`src/rtl/assert_macros.svh`:
```
// assertion macros for the calibrator rtl
// no dependencies; included by imb_seq, which checks its own sequencing
`ifndef ASSERT_MACROS_SVH
`define ASSERT_MACROS_SVH

// same-cycle implication
`define IMB_ASSERT_IMP(label, clk, rst, ante, cons, msg) \
   label: assert property (@(posedge clk) disable iff (rst) (ante) |-> (cons)) \
      else $error(msg);

// next-cycle implication
`define IMB_ASSERT_NXT(label, clk, rst, ante, cons, msg) \
   label: assert property (@(posedge clk) disable iff (rst) (ante) |=> (cons)) \
      else $error(msg);

`endif

```
`src/rtl/imb_pkg.sv`:
```
// shared types and constants of the imu median bias calibrator
// no dependencies; imported by every module of the block
package imb_pkg;

   localparam int SAMPLES_DEF      = 128;
   localparam int SAMPLE_WIDTH_DEF = 16;
   localparam int GRAV_W           = 15;
   localparam logic [GRAV_W-1:0] GRAVITY_RESET = 15'd10035;

   typedef enum logic [2:0] {
      ST_IDLE,
      ST_PRIME,
      ST_SHIFT,
      ST_MEDREQ,
      ST_MEDWAIT,
      ST_FINISH
   } imb_state_type;

   // sequencer to lane controls
   typedef struct packed {
      logic load;         // capture new value, clear done
      logic shift;        // one insertion step
      logic at_bottom;    // walking index is zero
      logic bias_load;    // median read data valid
      logic result_load;  // result register takes the corrected values
   } imb_ctrl_type;

endpackage

```
`src/rtl/imb_lane.sv`:
```
// one channel: sorted store memory, insertion compare step, bias register
// depends on imb_pkg
module imb_lane #(
   parameter int DW    = imb_pkg::SAMPLE_WIDTH_DEF,
   parameter int DEPTH = imb_pkg::SAMPLES_DEF,
   parameter int AW    = 7
) (
   input  logic                  clock,
   input  logic                  reset,
   input  imb_pkg::imb_ctrl_type ctrl,
   input  logic [AW-1:0]         wr_addr,
   input  logic [AW-1:0]         rd_addr,
   input  logic signed [DW-1:0]  din,
   output logic                  settled,
   output logic signed [DW-1:0]  bias
);
   import imb_pkg::*;

   logic signed [DW-1:0] mem [DEPTH];
   logic signed [DW-1:0] rd_data_ff;
   logic signed [DW-1:0] val_ff;
   logic signed [DW-1:0] bias_ff, bias_in;
   logic                 done_ff, done_in;
   logic                 stop;
   logic                 wr_en;
   logic signed [DW-1:0] wr_data;

   // stop at the bottom or once the entry below is not greater
   assign stop    = ctrl.at_bottom || !(rd_data_ff > val_ff);
   assign settled = done_ff || stop;
   assign wr_en   = ctrl.shift && !done_ff;
   assign wr_data = stop ? val_ff : rd_data_ff;
   assign bias    = bias_ff;

   always_comb begin
      done_in = done_ff;
      if (ctrl.load) begin
         done_in = 1'b0;
      end else if (ctrl.shift && stop) begin
         done_in = 1'b1;
      end
   end

   always_comb begin
      bias_in = bias_ff;
      if (ctrl.bias_load) begin
         bias_in = rd_data_ff;
      end
   end

   always_ff @(posedge clock) begin
      if (reset) begin
         done_ff <= 1'b0;
         bias_ff <= '0;
      end else begin
         done_ff <= done_in;
         bias_ff <= bias_in;
      end
   end

   always_ff @(posedge clock) begin
      if (ctrl.load) begin
         val_ff <= din;
      end
   end

   always_ff @(posedge clock) begin
      if (wr_en) begin
         mem[wr_addr] <= wr_data;
      end
      rd_data_ff <= mem[rd_addr];
   end

endmodule

```
`config.mk`:
```
export PLATFORM = sky130hd
export DESIGN_NAME = imb_lane
export DESIGN_NICKNAME = d
export VERILOG_FILES = /design/src/rtl/assert_macros.svh /design/src/rtl/imb_pkg.sv /design/src/rtl/imb_lane.sv
export SDC_FILE = /design/constraint.sdc
export NUM_CORES = 2
export LEC_CHECK = 0
export CAP_MARGIN = 20
export CORE_MARGIN = 2
export CORE_UTILIZATION = 55
export DETAILED_ROUTE_END_ITERATION = 10
export DONT_BUFFER_PORTS = 1
export PLACE_DENSITY = 0.73
export SYNTH_ARGS = -nofsm -noshare
export SYNTH_HDL_FRONTEND = slang
export SYNTH_SLANG_ARGS = --single-unit
export TNS_END_PERCENT = 50
```
`constraint.sdc`:
```
create_clock -name clock -period 6.9 [get_ports clock]
set_input_delay 0.345 -clock clock [delete_from_list [all_inputs] [get_ports clock]]
set_output_delay 0.345 -clock clock [all_outputs]
set_load 0.1 [all_outputs]
```
==> results.sh <==
export IMPL_wirelength_mm=190
export IMPL_cts_root_buf="clkbuf_16"
export IMPL_yosys_top_cells_area="edfxtp_1, mux4_2, mux2i_1"
export IMPL_cpLargestDelayFamily="buffers and inverters"
export IMPL_synthSimpleGateAreaFrac_pct=1.86
export IMPL_io_pins=54
export IMPL_tightest_slew_ns=1.77
export IMPL_ir_drop_v=0.000225
export IMPL_synth_top_area_cell="edfxtp_1"
export IMPL_die_area_sq_mm=0.149
export IMPL_yosysWarnings=0
export IMPL_drtPass1Iterations=5
export IMPL_multi_input_area_sq_mm=0.0166
export IMPL_finClkSkew_ns=0.0514
export IMPL_post_drt_via_cell_ratio=6.58
export IMPL_slew_headroom_pct=-18.3
export IMPL_p_per_area_mw_per_mm2=305
export IMPL_route_detailed_drc=0
export IMPL_holdPathEnd="mem[79][6]"
export IMPL_syn_area_per_cell_sq_um=22.5
export IMPL_synth_fa_ha_area_share_pct=0.249
export IMPL_dp_hpwl_mm=102
export IMPL_grt_max_degree=513
export IMPL_postCtsSetupBuffers=0
export IMPL_h_tree_depth=4
export IMPL_antenna_found_initial=7
export IMPL_synth_top_family_by_area="multiplexers"
export IMPL_layout_nets=3844
export IMPL_yosysUniqueCellTypes=43
export IMPL_fin_crit_sh_pct=59.3
export IMPL_synth_mux_area_share_pct=16.4
export IMPL_power_leakage_nw=28.3
export IMPL_synth_compound_area_share_pct=1.99
export IMPL_syn_inst=3574
export IMPL_synthesis_nets=3627
export IMPL_route_antenna_remaining_nets=0
export IMPL_grtUsageTotal_pct=25.9
export IMPL_whs_ns=0.0627
export IMPL_drtIter0Drc=5332
export IMPL_crit_top_cell="buf_16"
export IMPL_violations="max-slew violations"
export IMPL_finalInstanceArea_sq_mm=0.0899
export IMPL_clk_pin_slew_ns=0.06
export IMPL_finalHoldViolations=0
export IMPL_cts_buffer_depth=3
export IMPL_rows=140
export IMPL_gr_total_overflow=0
export IMPL_crit_buf_inv=3
export IMPL_die_x_um=386
export IMPL_cts_tree="done"
export IMPL_synth_seq_cells=2097
export IMPL_area_delta_synth_final_pct=11.9
export IMPL_gp_congestion=0.810
export IMPL_drv_cap=0
export IMPL_slew_viol_final=181
export IMPL_rsz0062_at_grt="no"
export IMPL_critical_path_class="primary input to flop"
export IMPL_yosysSeqAreaShare_pct=78.0
export IMPL_start_util_pct=55.2
export IMPL_crit_arrival_ns=4.82
export IMPL_finalSetupViolations=0
export IMPL_core_area_sq_mm=0.145
export IMPL_critPathSlowestCell="buf_16"
export IMPL_min_delay_path_depth=2
export IMPL_fin_tns_setup_ns=0
export IMPL_hold_start="wr_addr[0]"
export IMPL_sequential_cell_area_sq_mm=0.0626
export IMPL_clk_latency_ns=0.86
export IMPL_placed_area_sq_mm=0.0830
export IMPL_status="finished, violations left"
export IMPL_clock_fmax_mhz=245
export IMPL_r2r_cells=9
export IMPL_synth_top_area_share_pct=77.2
export IMPL_reg2reg_to="mem[113][6]"
export IMPL_n_fill_cell=9612
export IMPL_final_layout_size_suffix_gt1_share_pct=25.2
export IMPL_power_mw=27.4
export IMPL_avgRoutedWirePerCell_um=32.3
export IMPL_clock_sinks=2097
export IMPL_grt_pass1_wl_mm=273
export IMPL_path_cells="buf_16, buf_16, buf_16, mux4_2, mux2i_1, a211oi_1, nand2_1, nand4_1"
export IMPL_crit_fanout=155
export IMPL_start_kind="primary input"
export IMPL_hold_class="primary input to flop"
export IMPL_end_kind="flop"
export IMPL_grt_pass1_vias=38089
export IMPL_required_ns=7.64
export IMPL_synthXorXnorAreaFrac_pct=0
export IMPL_instances_no_fill=5878
export IMPL_r2r_start="val_ff[8]"
export IMPL_num_vias=38697
export IMPL_fin_crit_ns=4.09
export IMPL_cts_buffers=200
export IMPL_dp_cells=5467
export IMPL_syn_area_sq_mm=0.0803
export IMPL_reg2reg_slack_ns=2.97
export IMPL_io_buffers=0
export IMPL_die_y_um=386
export IMPL_max_stage_delay_ns=0.90
## synth_stat cells, drive strengths merged
| library cell | instances |
|---|---|
| and2 | 1 |
| dfxtp | 33 |
| o21ai | 35 |
| o22ai | 80 |
| nand2 | 81 |
| nand4 | 23 |
| nor2b | 10 |
| or3b | 4 |
| or3 | 3 |
| inv | 18 |
| a41o | 1 |
| ha | 16 |
| nand3 | 10 |
| buf | 128 |
| o31ai | 1 |
| mux2i | 145 |
| mux4 | 512 |
| a31oi | 2 |
| o211ai | 32 |
| a21o | 2 |
| and3 | 1 |
| a2111oi | 16 |
| nor2 | 183 |
| a211oi | 32 |
| a21oi | 20 |
| nor3 | 1 |
| nand2b | 2 |
| clkbuf | 65 |
| nor4 | 16 |
| edfxtp | 2064 |
| nand3b | 5 |
| mux2 | 16 |
| a22oi | 16 |
## worst max path at each step
stage	from	cells after the start	to
2_1_floorplan	val_ff[15]	7	mem[0][15]
3_3_place_gp	val_ff[11]	9	mem[6][14]
3_5_place_dp	val_ff[9]	10	mem[17][5]
4_1_cts	val_ff[9]	10	mem[11][5]
5_1_grt	rd_addr[0]	8	rd_data_ff[5]
6_report	rd_addr[0]	8	rd_data_ff[10]
## routing by layer
layer / GRT usage, % / wire (um) / share of wire [%]
met1: 37.3 / 72300 / 38
met2: 39.8 / 90100 / 47
met3: 6.24 / 21600 / 11
met4: 7.97 / 5850 / 3.1
met5: 0 / 27 / 0.014
## worst reg2reg max path: stages (launching register included)
cell	delay [ns]
edfxtp_1	0.34
inv_1	0.05
ha_1	0.28
nand4_1	0.28
or3_1	0.46
nand4_2	0.11
mux2i_4	0.41
buf_12	0.25
mux2_4	0.77
buf_4	0.68
## power by group
| part | leakage, nW | internal, mW | switching [mW] | total [mW] |
|---|---|---|---|---|
| sequential | 18.9 | 14.8 | 0.0786 | 14.8 |
| combinational | 6.31 | 0.503 | 1.35 | 1.85 |
| clock | 3.12 | 6.00 | 4.69 | 10.7 |
## layout make-up
type,count,area share [%]
Sequential cell,2097,69.7
Multi-Input combinational cell,1266,18.4
Clock buffer,250,5.81
Tap cell,1917,2.67
Timing Repair Buffer,208,2.01
Clock inverter,118,1.30
Inverter,18,0.0752
Antenna cell,4,0.0111
## stage by stage
step	utilization, %	worst slack [ns]
2_1_floorplan	-	3.80
3_3_place_gp	57.0	2.52
3_5_place_dp	57.1	2.92
4_1_cts	61.7	2.92
5_1_grt	61.8	2.56
6_report	61.8	2.81
## flip-flops by register name (all words and copies together) (netlist names)
register,count
mem,2048
bias,16
rd_data_ff,16
val_ff,16
done_ff,1
## cell usage in the layout (no fill, tap or decap), types with 18 or more instances in the layout
cell           count
a211oi_1          32
a21oi_1           20
buf_4            162
clkbuf_1          48
clkbuf_16        201
clkinv_1          47
clkinv_2          34
dfxtp_1           33
dlygate4sd3_1     32
edfxtp_1        2064
inv_1             18
mux2i_1          144
mux4_2           512
nand2_1           79
nand4_1           22
nor2_1           182
o211ai_1          32
o21ai_0           35
o22ai_1           80
## what timing repair did
action                                 4_1_cts  5_1_grt
endpoints found under the hold margin       80        1
setup endpoints to repair                    0        0
resized for setup                            0        0
hold buffers                                32        1
## logic make-up after synthesis
kind of cell	Yosys count
flops	2097
mux	673
simple gates	340
compound gates	237
buf+inv	211
fa+ha+maj	16
(Power assumes the default switching activity.)
