### src/rtl/assert_macros.svh
// assertion macros for the calibrator rtl
// no dependencies; included by imb_seq, which checks its own sequencing
`ifndef ASSERT_MACROS_SVH
`define ASSERT_MACROS_SVH

// same-cycle implication
`define IMB_ASSERT_IMP(label, clk, rst, ante, cons, msg) \
   label: assert property (@(posedge clk) disable iff (rst) (ante) |-> (cons)) \
      else $error(msg);

// next-cycle implication
`define IMB_ASSERT_NXT(label, clk, rst, ante, cons, msg) \
   label: assert property (@(posedge clk) disable iff (rst) (ante) |=> (cons)) \
      else $error(msg);

`endif

### src/rtl/imb_pkg.sv
// shared types and constants of the imu median bias calibrator
// no dependencies; imported by every module of the block
package imb_pkg;

   localparam int SAMPLES_DEF      = 128;
   localparam int SAMPLE_WIDTH_DEF = 16;
   localparam int GRAV_W           = 15;
   localparam logic [GRAV_W-1:0] GRAVITY_RESET = 15'd10035;

   typedef enum logic [2:0] {
      ST_IDLE,
      ST_PRIME,
      ST_SHIFT,
      ST_MEDREQ,
      ST_MEDWAIT,
      ST_FINISH
   } imb_state_type;

   // sequencer to lane controls
   typedef struct packed {
      logic load;         // capture new value, clear done
      logic shift;        // one insertion step
      logic at_bottom;    // walking index is zero
      logic bias_load;    // median read data valid
      logic result_load;  // result register takes the corrected values
   } imb_ctrl_type;

endpackage

### src/rtl/imb_seq.sv
// sequencer: sample count, walking insertion index, memory addresses
// depends on imb_pkg and assert_macros.svh
`include "assert_macros.svh"
module imb_seq #(
   parameter int SAMPLES = imb_pkg::SAMPLES_DEF,
   parameter int AW      = 7,
   parameter int CW      = 8
) (
   input  logic                  clock,
   input  logic                  reset,
   input  logic                  start,
   input  logic                  all_settled,
   input  logic                  out_free,
   output logic                  idle,
   output logic                  calibrating,
   output imb_pkg::imb_ctrl_type ctrl,
   output logic [AW-1:0]         wr_addr,
   output logic [AW-1:0]         rd_addr
);
   import imb_pkg::*;

   imb_state_type state_ff, state_in;
   logic [CW-1:0] count_ff, count_in;
   logic [AW-1:0] j_ff, j_in;
   logic          cal_ff, cal_in;
   logic          cal_now;
   logic [CW:0]   cnt_inc;
   logic [AW-1:0] med_addr;

   assign cal_now  = count_ff < CW'(SAMPLES);
   assign cnt_inc  = {1'b0, count_ff} + 1'b1;
   assign med_addr = cnt_inc[AW:1];

   // next state
   always_comb begin
      state_in = state_ff;
      case (state_ff)
         ST_IDLE: begin
            if (start) begin
               state_in = cal_now ? ST_PRIME : ST_FINISH;
            end
         end
         ST_PRIME: begin
            state_in = ST_SHIFT;
         end
         ST_SHIFT: begin
            if (all_settled) begin
               state_in = ST_MEDREQ;
            end
         end
         ST_MEDREQ: begin
            state_in = ST_MEDWAIT;
         end
         ST_MEDWAIT: begin
            state_in = ST_FINISH;
         end
         ST_FINISH: begin
            if (out_free) begin
               state_in = ST_IDLE;
            end
         end
         default: begin
            state_in = ST_IDLE;
         end
      endcase
   end

   // outputs
   always_comb begin
      ctrl             = '0;
      ctrl.at_bottom   = (j_ff == '0);
      rd_addr          = j_ff - 1'b1;
      idle             = 1'b0;
      case (state_ff)
         ST_IDLE: begin
            idle      = 1'b1;
            ctrl.load = start;
         end
         ST_PRIME: begin
            rd_addr = j_ff - 1'b1;
         end
         ST_SHIFT: begin
            ctrl.shift = 1'b1;
            rd_addr    = j_ff - AW'(2);
         end
         ST_MEDREQ: begin
            rd_addr = med_addr;
         end
         ST_MEDWAIT: begin
            ctrl.bias_load = 1'b1;
         end
         ST_FINISH: begin
            ctrl.result_load = out_free;
         end
         default: begin
            idle = 1'b0;
         end
      endcase
   end

   assign wr_addr     = j_ff;
   assign calibrating = cal_ff;

   always_comb begin
      count_in = count_ff;
      j_in     = j_ff;
      cal_in   = cal_ff;
      if (state_ff == ST_IDLE && start) begin
         cal_in = cal_now;
         j_in   = count_ff[AW-1:0];
      end else if (state_ff == ST_SHIFT) begin
         j_in = j_ff - 1'b1;
      end else if (state_ff == ST_MEDWAIT) begin
         count_in = cnt_inc[CW-1:0];
      end
   end

   always_ff @(posedge clock) begin
      if (reset) begin
         state_ff <= ST_IDLE;
         count_ff <= '0;
         j_ff     <= '0;
         cal_ff   <= 1'b0;
      end else begin
         state_ff <= state_in;
         count_ff <= count_in;
         j_ff     <= j_in;
         cal_ff   <= cal_in;
      end
   end

   `IMB_ASSERT_NXT(a_bottom_ends_shift, clock, reset, state_ff == ST_SHIFT && j_ff == '0, state_ff == ST_MEDREQ, "insertion walked past entry zero")
   `IMB_ASSERT_IMP(a_count_range, clock, reset, 1'b1, count_ff <= CW'(SAMPLES), "sample count above calibration length")
   `IMB_ASSERT_NXT(a_count_step, clock, reset, state_ff == ST_MEDWAIT, count_ff == $past(count_ff) + 1'b1, "sample count did not advance after median read")
   `IMB_ASSERT_NXT(a_frozen_skip, clock, reset, state_ff == ST_IDLE && start && count_ff == CW'(SAMPLES), state_ff == ST_FINISH && count_ff == CW'(SAMPLES), "frozen calibration touched the stores")

endmodule
### config.mk
export PLATFORM = sky130hd
export DESIGN_NAME = imb_seq
export DESIGN_NICKNAME = d
export VERILOG_FILES = /design/src/rtl/imb_pkg.sv /design/src/rtl/imb_seq.sv
export VERILOG_INCLUDE_DIRS = /design/src /design/src/rtl
export SDC_FILE = /design/constraint.sdc
export NUM_CORES = 1
export LEC_CHECK = 0
export ABC_CLOCK_PERIOD_IN_PS = 2150
export BUFFER_PORTS_ARGS = -buffer_cell sky130_fd_sc_hd__buf_2
export CELL_PAD_IN_SITES_DETAIL_PLACEMENT = 1
export CELL_PAD_IN_SITES_GLOBAL_PLACEMENT = 2
export CORE_MARGIN = 1.5
export CORE_UTILIZATION = 31
export DETAILED_ROUTE_END_ITERATION = 8
export HOLD_SLACK_MARGIN = 0.05
export PLACE_DENSITY_LB_ADDON = 0.1
export SLEW_MARGIN = 20
export SYNTH_ARGS = -nofsm -noshare
export SYNTH_HDL_FRONTEND = slang
export SYNTH_SLANG_ARGS = --single-unit
### constraint.sdc
create_clock -name clock -period 2.15 [get_ports clock]
set_clock_uncertainty 0.2 [all_clocks]
set_input_delay 0.3225 -clock clock [delete_from_list [all_inputs] [get_ports clock]]
set_output_delay 0.3225 -clock clock [all_outputs]
set_load 0.02 [all_outputs]
==> qor.yml <==
run_status:
  status: "finished with violations"
  violations: "setup timing"
layout:
  layout-drive-gt1-share_pct: 41.38
  area_growth_pct: 38.43
  regArea_sq_um: 389.1
  fin_cells: 251
  fin_area_sq_um: 1744
  multi_input_area_sq_um: 890.9
  nets: 213
  nFillCells: 458
  final_util_pct: 46.25
  diodes: 0
logic_synthesis:
  netlist_instances: 158
  synth_top_area_share_pct: 30.19
  synth-async-reset-ratio_pct: 0
  synth_most_common_cell: "dfxtp_1"
  synth_area_sq_um: 1260
  ys_ff_latch: 19
  synth.largest_area_cell: "dfxtp_1"
  synth_area_leaders: "dfxtp_1 30%, a21oi_1 6.0%, xnor2_1 5.6%"
  ys_types: 42
  synth_area_per_cell_sq_um: 7.974
  syn_nets: 167
  ys_seq_area_share_pct: 30.19
  synth-main-ff-cell: "dfxtp_1"
  ys_warn_count: 0
  synthTopCellsByCount: "19 x dfxtp_1, 18 x nor2_1, 15 x a21oi_1, 13 x nand2_1"
  synth-edff-count: 0
timing:
  rsz0062_at_grt: "true"
  setup_viol: 4
  fin_crit_ns: 2.352
  timing.slew.headroom_pct: 73.74
  worst_pin_slew_ns: 0.3939
  timing.fmax_ghz: 0.4251
  hold_viol_final: 0
  period_share_pct: 109.4
  drv_slew: 0
  fin_ws_ns: -0.2023
  whs_ns: 0.09643
detailed_routing:
  detail_route.wl_per_cell_um: 16.24
  routed-via-count: 1298
  routed_wl_um: 4075
  initialDrtViolationCount: 60
  drt_drc_violations_left: 0
  vias_per_cell: 5.171
  drt_pass1_iterations: 4
  ant_nets: 0
floorplan:
  dieWidth_um: 66.75
  row_count: 22
  die_h_um: 66.75
  start_util_pct: 33.41
  dieArea_sq_um: 4456
  coreArea_sq_um: 3771
  pin_count: 26
global_routing:
  grt_pass1_wl_um: 6706
  grt_util_all_layers_pct: 20.03
  grt_max_degree: 20
  grt_use_met1_pct: 28.04
  grt_pass1_vias: 1375
  met2_usage_pct: 32.38
  busiest_layer: "met2"
  antenna_found_initial: 0
  grt.overflow.total: 0
  grt_util_met3_pct: 2.027
critical_path:
  endpoint_kind: "output port"
  crit_fanout: 4
  start_kind: "flop"
  critPathRequiredTime_ns: 1.63
  crit_arrival_ns: 1.83
  crit_type: "flop to output port"
placed_design:
  dp_hpwl_um: 3062
  dp_cells: 243
  portBuffers: 25
  placed_area_sq_um: 1563
  gp_congestion: 0.8267
clock_network:
  clock-root-buffer: "clkbuf_8"
  clock_sinks: 19
  clk_latency_ns: 0.26
  htreeDepth: 1
  cts_tree: "yes"
  clkSlewWorstSetupHoldPaths_ns: 0.08
  cts_max_path_buffers: 2
  postCtsHoldBufs: 0
  cts_buffers: 3
power:
  p_leak_nw: 0.7279
  ir_worst_vdd_v: 0.0002142
  power_mw: 1.534
  p_per_area_nw_per_um2: 879.7
job:
  max_cap_viol_count: 0
min_path:
  hold_class: "primary input to flop"
-- placed cells by master (no fill, tap or decap), drive strengths merged, types with 2 or more instances in the layout --
cell type   n
buf        49
dfxtp      19
nor2       18
a21oi      16
nand2      13
nand3       9
o21ai       9
xnor2       8
xor2        7
inv         7
nor3        6
clkbuf      4
ha          4
or3b        3
or3         3
a2bb2oi     3
nand2b      2
mux2i       2
nor3b       2
nor4        2
-- metrics by stage --
stage	TNS, ns	setup slack [ns]
2_1_floorplan	-0.007101	-0.007101
3_3_place_gp	0	0.04805
3_5_place_dp	0	0.006868
4_1_cts	-1.001	-0.2258
5_1_grt	-1.021	-0.2777
6_report	-0.6042	-0.2023
-- worst max-delay path: stages (launching register included) --
cell and delay (ns):
dfxtp_2 0.34, inv_2 0.08, ha_4 0.13, or3b_4 0.40, a221o_1 0.36, a2bb2oi_4 0.13, buf_6 0.12
-- worst paths after layout --
check / startpoint / to / slack [ns] / cells after the start
setup / recovery: wr_addr[1] / rd_addr[4] / -0.20 / 6
hold / removal: all_settled / state_ff[0] / 0.1 / 3
setup reg to reg: wr_addr[1] / wr_addr[6] / 0.30 / 8
hold reg to reg: count_ff[1] / count_ff[1] / 0.30 / 2
-- registers in the layout, summed over array words and instances, names as in the netlist --
register,count
wr_addr,7
state_ff,3
calibrating,1
count_ff,8
-- cell families after synthesis --
group,synth area share (%)
and+or+nand+nor,26.32
AOI/OAI and AO/OA,19.96
DFF,30.19
xor gates and xnor gates,10.43
buffers and inverters,6.653
adders and majority gates,3.972
muxes,2.483
-- layer usage --
layer	share of wire, %	wire length [um]
met4	0.66	27
met2	48	1942
met3	2.6	104
met5	0	0
met1	49	2000
-- cell type report --
class                      count  share of cell area [%]
clock buffer                   4                   2.583
inverter                       7                   1.506
multi-input combinational    124                   51.08
sequential                    19                   22.31
tap                           48                   3.443
timing repair buffer          49                   19.08
-- report_power, final --
| part | internal (mW) | total [mW] | switching (mW) | leakage [nW] |
|---|---|---|---|---|
| registers | 0.381 | 0.408 | 0.0268 | 0.158 |
| logic | 0.409 | 0.867 | 0.458 | 0.548 |
| clock network | 0.132 | 0.260 | 0.128 | 0.0228 |
| total | 0.921 | 1.53 | 0.613 | 0.728 |
-- repair_timing --
action	4_1_cts	5_1_grt
setup buffers	3	1
setup endpoints to repair	9	10
gates resized for setup	19	13
pin swaps	8	4
No activity file was read; power rests on OpenSTA's default activity.
